## src/design/mfbp_pkg.sv

```systemverilog
package mfbp_pkg;

    localparam int BYTE_BITS    = 8;
    localparam int MAX_PUT_BITS = 16;
    localparam int PEND_BITS    = 7;
    localparam int ACC_BITS     = PEND_BITS + MAX_PUT_BITS;   // 23
    localparam int CNT_BITS     = 5;                          // holds 0..23
    localparam int PCNT_BITS    = 3;                          // holds 0..7
    localparam int SH_BITS      = 4;                          // byte shift 0..15

    localparam logic MODE_PUT   = 1'b0;
    localparam logic MODE_FLUSH = 1'b1;

    typedef enum logic {
        ST_IDLE,
        ST_EMIT
    } t_state;

    // controller to datapath
    typedef struct packed {
        logic load;   // capture the accepted item into the accumulator
        logic emit;   // move the top byte into the output register
    } t_cmd;

    // datapath to controller
    typedef struct packed {
        logic load_has_byte;  // the item being loaded completes at least one byte
        logic byte_is_last;   // the byte at the top of the accumulator is the last one
        logic out_free;       // the output register can take a byte this cycle
    } t_status;

endpackage

```

## src/design/mfbp_datapath.sv

```systemverilog
module mfbp_datapath
    import mfbp_pkg::*;
(
    input  logic                  i_clk,
    input  logic                  i_rst_n,
    input  t_cmd                  i_cmd,
    output t_status               o_status,
    input  logic                  i_mode,
    input  logic [15:0]           i_value_bits,
    input  logic [4:0]            i_bit_count,
    input  logic                  i_out_stall,
    output logic                  o_out_valid,
    output logic [7:0]            o_out_byte,
    output logic                  o_last_of_run
);

    logic [PEND_BITS-1:0] r_pend_val, n_pend_val;
    logic [PCNT_BITS-1:0] r_pend_cnt, n_pend_cnt;
    logic [ACC_BITS-1:0]  r_acc, n_acc;
    logic [CNT_BITS-1:0]  r_cnt, n_cnt;
    logic                 r_out_valid;
    logic [7:0]           r_out_byte;
    logic                 r_out_last;

    logic [CNT_BITS-1:0]  w_len;
    logic [15:0]          w_val_mask;
    logic [ACC_BITS-1:0]  w_put_acc;
    logic [CNT_BITS-1:0]  w_put_cnt;
    logic [PEND_BITS-1:0] w_keep_mask;
    logic [7:0]           w_flush_byte;
    logic [CNT_BITS-1:0]  w_cnt_less;
    logic [SH_BITS-1:0]   w_sh;
    logic [7:0]           w_top_byte;

    // put path: saturate length, append masked bits behind the pending ones
    always_comb begin
        w_len       = (i_bit_count > CNT_BITS'(MAX_PUT_BITS)) ? CNT_BITS'(MAX_PUT_BITS)
                                                              : i_bit_count;
        w_val_mask  = 16'((17'(1) << w_len) - 17'(1));
        w_put_acc   = (ACC_BITS'(r_pend_val) << w_len) | ACC_BITS'(i_value_bits & w_val_mask);
        w_put_cnt   = CNT_BITS'(r_pend_cnt) + w_len;
        w_keep_mask = PEND_BITS'((8'(1) << w_put_cnt[PCNT_BITS-1:0]) - 8'(1));
    end

    // flush path: left-align pending bits in a byte, zero padded
    assign w_flush_byte = 8'({1'b0, r_pend_val} << (4'(BYTE_BITS) - {1'b0, r_pend_cnt}));

    // byte selection at the top of the accumulator
    always_comb begin
        w_cnt_less = r_cnt - CNT_BITS'(BYTE_BITS);
        w_sh       = w_cnt_less[SH_BITS-1:0];
        w_top_byte = 8'(r_acc >> w_sh);
    end

    // next state of accumulator and pending bits
    always_comb begin
        n_acc      = r_acc;
        n_cnt      = r_cnt;
        n_pend_val = r_pend_val;
        n_pend_cnt = r_pend_cnt;
        if (i_cmd.load) begin
            if (i_mode == MODE_FLUSH) begin
                n_acc      = ACC_BITS'(w_flush_byte);
                n_cnt      = (r_pend_cnt != '0) ? CNT_BITS'(BYTE_BITS) : '0;
                n_pend_val = '0;
                n_pend_cnt = '0;
            end else begin
                n_acc      = w_put_acc;
                n_cnt      = w_put_cnt;
                n_pend_val = w_put_acc[PEND_BITS-1:0] & w_keep_mask;
                n_pend_cnt = w_put_cnt[PCNT_BITS-1:0];
            end
        end else if (i_cmd.emit) begin
            n_cnt = w_cnt_less;
        end
    end

    always_ff @(posedge i_clk) begin
        if (!i_rst_n) begin
            r_pend_val <= '0;
            r_pend_cnt <= '0;
            r_cnt      <= '0;
        end else begin
            r_pend_val <= n_pend_val;
            r_pend_cnt <= n_pend_cnt;
            r_cnt      <= n_cnt;
        end
    end

    always_ff @(posedge i_clk) begin
        r_acc <= n_acc;
    end

    // output register
    always_ff @(posedge i_clk) begin
        if (!i_rst_n) begin
            r_out_valid <= 1'b0;
        end else if (i_cmd.emit) begin
            r_out_valid <= 1'b1;
        end else if (!i_out_stall) begin
            r_out_valid <= 1'b0;
        end
    end

    always_ff @(posedge i_clk) begin
        if (i_cmd.emit) begin
            r_out_byte <= w_top_byte;
            r_out_last <= ~w_sh[SH_BITS-1];
        end
    end

    // status
    always_comb begin
        o_status.load_has_byte = (i_mode == MODE_FLUSH) ? (r_pend_cnt != '0)
                                                        : (w_put_cnt >= CNT_BITS'(BYTE_BITS));
        o_status.byte_is_last  = ~w_sh[SH_BITS-1];
        o_status.out_free      = ~r_out_valid | ~i_out_stall;
    end

    assign o_out_valid   = r_out_valid;
    assign o_out_byte    = r_out_byte;
    assign o_last_of_run = r_out_last;

endmodule

```

## src/design/mfbp_ctrl.sv

```systemverilog
module mfbp_ctrl
    import mfbp_pkg::*;
(
    input  logic    i_clk,
    input  logic    i_rst_n,
    input  logic    i_in_valid,
    output logic    o_in_stall,
    input  t_status i_status,
    output t_cmd    o_cmd
);

    t_state r_state, n_state;

    // next state
    always_comb begin
        n_state = r_state;
        unique case (r_state)
            ST_IDLE: begin
                if (i_in_valid && i_status.load_has_byte) begin
                    n_state = ST_EMIT;
                end
            end
            ST_EMIT: begin
                if (i_status.out_free && i_status.byte_is_last) begin
                    n_state = ST_IDLE;
                end
            end
            default: n_state = ST_IDLE;
        endcase
    end

    // outputs
    always_comb begin
        o_cmd.load = 1'b0;
        o_cmd.emit = 1'b0;
        o_in_stall = 1'b1;
        unique case (r_state)
            ST_IDLE: begin
                o_in_stall = 1'b0;
                o_cmd.load = i_in_valid;
            end
            ST_EMIT: begin
                o_cmd.emit = i_status.out_free;
            end
            default: o_in_stall = 1'b1;
        endcase
    end

    always_ff @(posedge i_clk) begin
        if (!i_rst_n) begin
            r_state <= ST_IDLE;
        end else begin
            r_state <= n_state;
        end
    end

endmodule

```

## src/design/msb_first_bit_packer_unit.sv

```systemverilog
// MSB-first bit packer: put items append 0..16 bits, flush items pad to a byte.
// An accepted item is loaded into the accumulator, and its bytes then move into the
// single byte-wide output register fed from the accumulator, one per cycle while it is free;
// the input is stalled until the last byte of the item has been moved.
// Reset: synchronous active-low i_rst_n clears pending bits, controller and output valid.
module msb_first_bit_packer_unit
    import mfbp_pkg::*;
(
    input  logic        i_clk,
    input  logic        i_rst_n,
    input  logic        i_in_valid,
    output logic        o_in_stall,
    input  logic        i_mode,
    input  logic [15:0] i_value_bits,
    input  logic [4:0]  i_bit_count,
    output logic        o_out_valid,
    input  logic        i_out_stall,
    output logic [7:0]  o_out_byte,
    output logic        o_last_of_run
);

    t_cmd    w_cmd;
    t_status w_status;

    mfbp_ctrl u_ctrl (
        .i_clk      (i_clk),
        .i_rst_n    (i_rst_n),
        .i_in_valid (i_in_valid),
        .o_in_stall (o_in_stall),
        .i_status   (w_status),
        .o_cmd      (w_cmd)
    );

    mfbp_datapath u_datapath (
        .i_clk         (i_clk),
        .i_rst_n       (i_rst_n),
        .i_cmd         (w_cmd),
        .o_status      (w_status),
        .i_mode        (i_mode),
        .i_value_bits  (i_value_bits),
        .i_bit_count   (i_bit_count),
        .i_out_stall   (i_out_stall),
        .o_out_valid   (o_out_valid),
        .o_out_byte    (o_out_byte),
        .o_last_of_run (o_last_of_run)
    );

endmodule

```

## config.mk

```make
export PLATFORM = sky130hd
export DESIGN_NAME = msb_first_bit_packer_unit
export DESIGN_NICKNAME = d
export VERILOG_FILES = /design/src/design/mfbp_pkg.sv /design/src/design/mfbp_datapath.sv /design/src/design/mfbp_ctrl.sv /design/src/design/msb_first_bit_packer_unit.sv
export SDC_FILE = /design/constraint.sdc
export NUM_CORES = 1
export LEC_CHECK = 0
export BUFFER_PORTS_ARGS = -buffer_cell sky130_fd_sc_hd__buf_2
export CORE_MARGIN = 4
export CORE_UTILIZATION = 35
export CTS_BUF_LIST = sky130_fd_sc_hd__clkbuf_8 sky130_fd_sc_hd__clkbuf_16
export DETAILED_ROUTE_END_ITERATION = 8
export GPL_ROUTABILITY_DRIVEN = 0
export PLACE_DENSITY = 0.61
export SLEW_MARGIN = 20
export SYNTH_ARGS = -nofsm -noshare
export SYNTH_HDL_FRONTEND = slang
export SYNTH_SLANG_ARGS = --single-unit
```

## constraint.sdc

```tcl
create_clock -name i_clk -period 2.45 [get_ports i_clk]
set_clock_uncertainty 0.2 [all_clocks]
set_input_delay 0.1225 -clock i_clk [delete_from_list [all_inputs] [get_ports i_clk]]
set_output_delay 0.1225 -clock i_clk [all_outputs]
set_load 0.1 [all_outputs]
```

After elaboration in Yosys (flattened, before gate mapping)
Index checks and enable logic that the tools add are counted.
{ "word_totals": {"memories": 0, "in_bits": 26, "word_cells": 51, "ram_bits": 0, "romBits": 0, "register_bits": 49, "latchBits": 0, "output_inout_bits": 11} }
{ "classes": {"reduce_logical": 4, "order_cmp": 2, "mux": 17, "eq_ne": 1, "multipliers": 0, "add_sub_neg": 5, "div_mod_pow": 0, "shift": 5, "n_bitwise": 8} }
{ "op_table": {"columns": ["op", "count"], "rows": [
  ["bitwise OR 23 x 16 -> 23 bit", 1],
  ["left shift 7 x 5 -> 23 bit", 1],
  [">> shifter 23 x 4 -> 8 bit", 1],
  ["2-to-1 mux 5 bit", 4],
  ["AND 16 bit", 1],
  ["left shift 1 x 5 -> 16 bit, first input constant", 1],
  ["subtractor 16 x 2 -> 16 bit, second input constant", 1],
  ["2-to-1 mux 1 bit", 8],
  ["2-to-1 mux 8 bit", 1],
  ["left shift 7 x 4 -> 8 bit", 1],
  ["AND 7 bit", 1],
  ["2-to-1 mux 7 bit", 1],
  ["left shift 1 x 3 -> 7 bit, first input constant", 1],
  ["subtractor 7 x 2 -> 7 bit, second input constant", 1],
  ["adder 3 x 5 -> 5 bit", 1],
  [">= comparator 5 x 4 -> 1 bit, second input constant", 1],
  ["> comparator 5 bit, second input constant", 1],
  ["subtractor 5 x 4 -> 5 bit, second input constant", 1],
  ["2-to-1 mux 4 bit", 1],
  ["inverter 1 bit", 4],
  ["subtractor 4 x 3 -> 4 bit, first input constant", 1],
  ["2-to-1 mux 3 bit", 1],
  ["nonzero test 3 bit", 1],
  ["logical AND 1 bit", 2],
  ["4 further kinds", 4]
]} }

Depth between registers and ports, before layout
{ "logic_depth": {"ltp_word": 8, "ltp_mapped": 10, "depth_no_buf": 9} }

Cells and area by module
Synthesis repeated with hierarchy kept, for this count alone.
{ "unflattened": {"hier_cells": 420, "hier_area_um2": 3983.8} }
{ "by_module_without_submodules": {"columns": ["module", "cells_each", "seq_area_each_um2", "area_each_um2", "n_inst"], "rows": [
  ["mfbp_datapath", 414, 1261.2, 3922.5, 1],
  ["mfbp_ctrl", 6, 20.0, 61.3, 1]
]} }

Worst setup path after synthesis
Ideal clock, no wire load.
{ "synth_path": {"kind": "in2reg", "startpoint": "input i_bit_count[3]", "endpoint": "register u_datapath.r_acc[4] (data pin)", "required_ns": 1.976, "path_stages": 10, "setup_time_ns": 0.274, "slack_ns": 0.110, "arrival_ns": 1.866, "path_buffers": 2, "path_cell_list": "buf_2 -> nor3_2 -> nand2_1 -> ha_1 -> buf_2 -> inv_1 -> a21oi_1 -> a221o_1 -> a211oi_2 -> o22ai_1"} }
{ "synth_via": {"elab_chain_cells": 7, "word_cells_on_any_way": 8, "classes_between": "add/sub: 1; order compare: 1; shift: 2; mux: 2; bitwise: 2"} }
{ "synth_rtl": {"columns": ["item", "line_no", "rtl"], "rows": [
  ["start, declared", "msb_first_bit_packer_unit.sv:15", "input logic [4:0] i_bit_count,"],
  ["> comparator 5 bit", "mfbp_datapath.sv:37", "w_len = (i_bit_count > CNT_BITS'(MAX_PUT_BITS)) ? CNT_BITS'(MAX_PUT_BITS)"],
  ["2-to-1 mux 5 bit (*)", "mfbp_datapath.sv:37", null],
  ["left shift 1 x 5 -> 16 bit", "mfbp_datapath.sv:39", "w_val_mask = 16'((17'(1) << w_len) - 17'(1));"],
  ["subtractor 16 x 2 -> 16 bit", "mfbp_datapath.sv:39", null],
  ["AND 16 bit", "mfbp_datapath.sv:40", "w_put_acc = (ACC_BITS'(r_pend_val) << w_len) | ACC_BITS'(i_value_bits & w_val_mask);"],
  ["bitwise OR 23 x 16 -> 23 bit (*)", "mfbp_datapath.sv:40", null],
  ["2-to-1 mux 8 bit (*)", "mfbp_datapath.sv:62", "if (i_mode == MODE_FLUSH) begin"],
  ["end signal, assigned", "mfbp_datapath.sv:91", "r_acc <= n_acc;"],
  ["end, declared", "mfbp_datapath.sv:19", "logic [ACC_BITS-1:0] r_acc, n_acc;"]
]} }
Every way passes the cells marked *; elsewhere a longest branch is shown, timed or not.
A chain may end at the register's enable or synchronous reset.

Final worst setup path
{ "layout_path": {"startpoint": "register u_datapath.r_cnt[0]", "endpoint": "register u_datapath.r_out_byte[5] (netlist: u_datapath.o_out_byte[5]) (data pin)"} }
{ "layout_via": {"elab_chain_cells": 2} }
{ "layout_rtl": {"columns": ["item", "line_no", "rtl"], "rows": [
  ["start, declared", "mfbp_datapath.sv:20", "logic [CNT_BITS-1:0] r_cnt, n_cnt;"],
  ["start signal, assigned", "mfbp_datapath.sv:86", "r_cnt <= n_cnt;"],
  ["subtractor 5 x 4 -> 5 bit", "mfbp_datapath.sv:50", "w_cnt_less = r_cnt - CNT_BITS'(BYTE_BITS);"],
  [">> shifter 23 x 4 -> 8 bit", "mfbp_datapath.sv:52", "w_top_byte = 8'(r_acc >> w_sh);"],
  ["via u_datapath.w_top_byte[5]", "mfbp_datapath.sv:33", "logic [7:0] w_top_byte;"],
  ["end signal, assigned", "mfbp_datapath.sv:107", "r_out_byte <= w_top_byte;"],
  ["end, declared", "mfbp_datapath.sv:22", "logic [7:0] r_out_byte;"]
]} }
The timed path passes the listed nets, and every way through them passes these cells.

==> reports/metrics.cfg <==
[die]
die_h_um=113
core_um2=10790
start_util=0.3575
die_width_um=113
die-area_um2=12770
rows=38
ios=37

[grt]
grt_max_degree=29
grt_busiest_layer=met2
met1_usage=0.2304
grt_first_pass_wirelength_mm=17.11
grtUsageTotal=0.1653
use_met2=0.2682
met3_usage=0.02353
grt_pass1_vias=3312
grt_overflow=0
antenna_found_initial=0

[sta]
timing.fmax_ghz=0.4365
rsz0062_at_grt=false
fin_crit_sh=0.9351
hold_viol_final=0
period_needed_ns=2.291
setup_tns_ns=0
tightest_slew_ns=0.6558
setup_viol=0
timing.final.ws_setup_ns=0.1590
slew_headroom=0.5591
slew_viol_final=0

[synth]
synth_warnings=0
synthAdderAreaFrac=0.02464
synth_common_cells=nand2_1, edfxtp_1, nor2_1
synth-seq-cells=48
syn-instance-count=403
ys_async_sr_fraction=0
synth_flop_cell=edfxtp_1
synth_top_family_by_area=compound AO/OA/AOI/OAI gates
synth-edff-count=32
synth.distinct_cells=63
post-synth-top-count-cell=nand2_1
synth-xor-area-share=0.004540
syn_area_um2=3859
synth_mux_area_frac=0.1984
synth_area_leaders=edfxtp_1, mux4_2, dfxtp_1
yosys.area.top_type_share=0.2490
ys_seq_area_frac=0.3320
syn_avg_cell_area_um2=9.575
synth_nets=436
yosys.area.top_type=edfxtp_1
synth_compound_area_frac=0.2033
synth-simple-area-share=0.1709

[hold_path]
hold_class=in2reg

[final_layout]
layout-drive-gt1-share=0.2621
antenna_cells=0
nNetsFinal=486
area_delta_synth_final_pct=15.53
design_area_um2=4458

[power]
power_leakage_nw=1.640
finalPower_mw=2.070
ir_drop_uv=279.1
power_density_nw_per_um2=464.3

[cts]
htree_levels=2
path_clk_slew_ns=0.09
tritoncts=yes
clockBufferDepth=2
cts.sinks=48
postCtsSetupBuffers=0
clk_latency_ns=0.29
numCtsBuffers=5
root_buffer=clkbuf_8

[routing]
wl_per_cell_um=17.47
drtIter0Drc=340
drtAntennaViolNets=0
drc_errors=0
vias=3407
viasPerCell=5.736
first_pass_iters=5
drt-total-wl_mm=10.38

[critical_path]
cp_data_required_time_ns=2.29
worstReg2RegEnd=u_datapath.o_out_byte[5]$_DFFE_PP_
rr_startpoint=u_datapath.r_cnt[0]$_SDFFE_PN0P_
crit_type=reg2reg
startpoint=u_datapath.r_cnt[0]$_SDFFE_PN0P_
critPathCaptureType=flip-flop
crit_fanout=11
r2r_slack_ns=0.16
start_kind=flip-flop
crit_path_end=u_datapath.o_out_byte[5]$_DFFE_PP_
worstPathArrival_ns=2.13
worstRegToRegCells=3

[run_status]
status=finished clean

[job]
cap_violations=0

[placed_design]
postPlaceCellArea_um2=4319
dp_hpwl_mm=8.135
port_buffers=36
preCtsSetupSlack_ns=-0.04546

## through the flow
| step | hold slack, ns | cells | util |
|---|---|---|---|
| floorplan | 0.06347 | 403 | - |
| global placement | 0.1993 | 581 | 0.4002 |
| detailed placement | 0.1923 | 581 | 0.4002 |
| CTS | 0.0008967 | 594 | 0.4129 |
| global route | 0.01576 | 594 | 0.4131 |
| finish | 0.01439 | 594 | 0.4131 |
## metal layers
metal / part of all wire / routed length, um / vias up
li1: - / - / 1634
met1: 0.44 / 4553 / 1625
met2: 0.48 / 4990 / 129
met3: 0.055 / 572 / 19
met4: 0.025 / 261 / 0
met5: 0 / 0 / -
## cell usage in the layout (no fill, tap or decap), types with 7 or more instances in the layout
master / instances
nand2_1: 42
buf_4: 40
buf_2: 36
nor2_1: 32
edfxtp_1: 32
a21oi_1: 23
mux4_2: 20
inv_1: 16
mux2i_1: 15
o21ai_0: 15
dfxtp_1: 15
nor2b_1: 12
a22oi_1: 12
nand3_1: 10
nor3_1: 10
o22ai_1: 7
## report_power, final
group	internal, mW	switching, mW	leakage (nW)
Clock	0.197	0.263	0.0378
Combinational	0.239	0.382	1.16
Sequential	0.936	0.0520	0.445
Total	1.37	0.697	1.64
## critical path, cell delays in order, from the launching register on
cell     delay (ns)
dfxtp_1        0.62
buf_4          0.25
mux4_2         0.51
mux4_2         0.45
## final cells by class
type                            instances  area (um2)
Clock buffer                            5       68.82
Clock inverter                          3       18.77
Fill cell                            1045        6335
Inverter                               16       60.06
Multi-Input combinational cell        301        2322
Sequential cell                        48        1282
Tap cell                              140       175.2
Timing Repair Buffer                   81       530.5
## worst min path at each step
stage / start / endpoint / cells after the start / slack (ns)
floorplan: i_value_bits[6] / u_datapath.r_pend_val[6]$_SDFFE_PN0P_ / 2 / 0.06
CTS: i_value_bits[10] / u_datapath.r_acc[10]$_SDFFCE_PP0P_ / 3 / 0.0009
detailed placement: i_value_bits[6] / u_datapath.r_pend_val[6]$_SDFFE_PN0P_ / 3 / 0.19
global route: i_value_bits[14] / u_datapath.r_acc[14]$_SDFFCE_PP0P_ / 3 / 0.02
global placement: i_out_stall / u_datapath.o_out_valid$_SDFFE_PN0P_ / 3 / 0.20
finish: i_value_bits[14] / u_datapath.r_acc[14]$_SDFFCE_PP0P_ / 3 / 0.01
## flip-flops by register name, summed over array words and instances, names as in the netlist
name,flops
u_datapath.r_acc,23
u_datapath.o_out_byte,8
u_datapath.r_pend_val,7
u_datapath.r_cnt,4
u_datapath.r_pend_cnt,3
u_ctrl.r_state,1
u_datapath.o_last_of_run,1
u_datapath.o_out_valid,1
## logic make-up (layout without fill, tap and decap cells)
family                   after synthesis  count (layout)
buffers and inverters                 54             105
multiplexers                          45              45
flip-flops                            48              48
AO/OA/AOI/OAI                        114             114
AND/OR/NAND/NOR                      133             133
XOR/XNOR                               2               2
adder cells (fa/ha/maj)                7               7
## repair_timing
| item | in CTS | in global routing |
|---|---|---|
| endpoints found under the setup margin | 0 | 3 |
| hold endpoints to repair | 4 | 0 |
| hold buffers | 5 | 0 |
| gates resized for setup | 0 | 1 |
(Power assumes the default switching activity.)
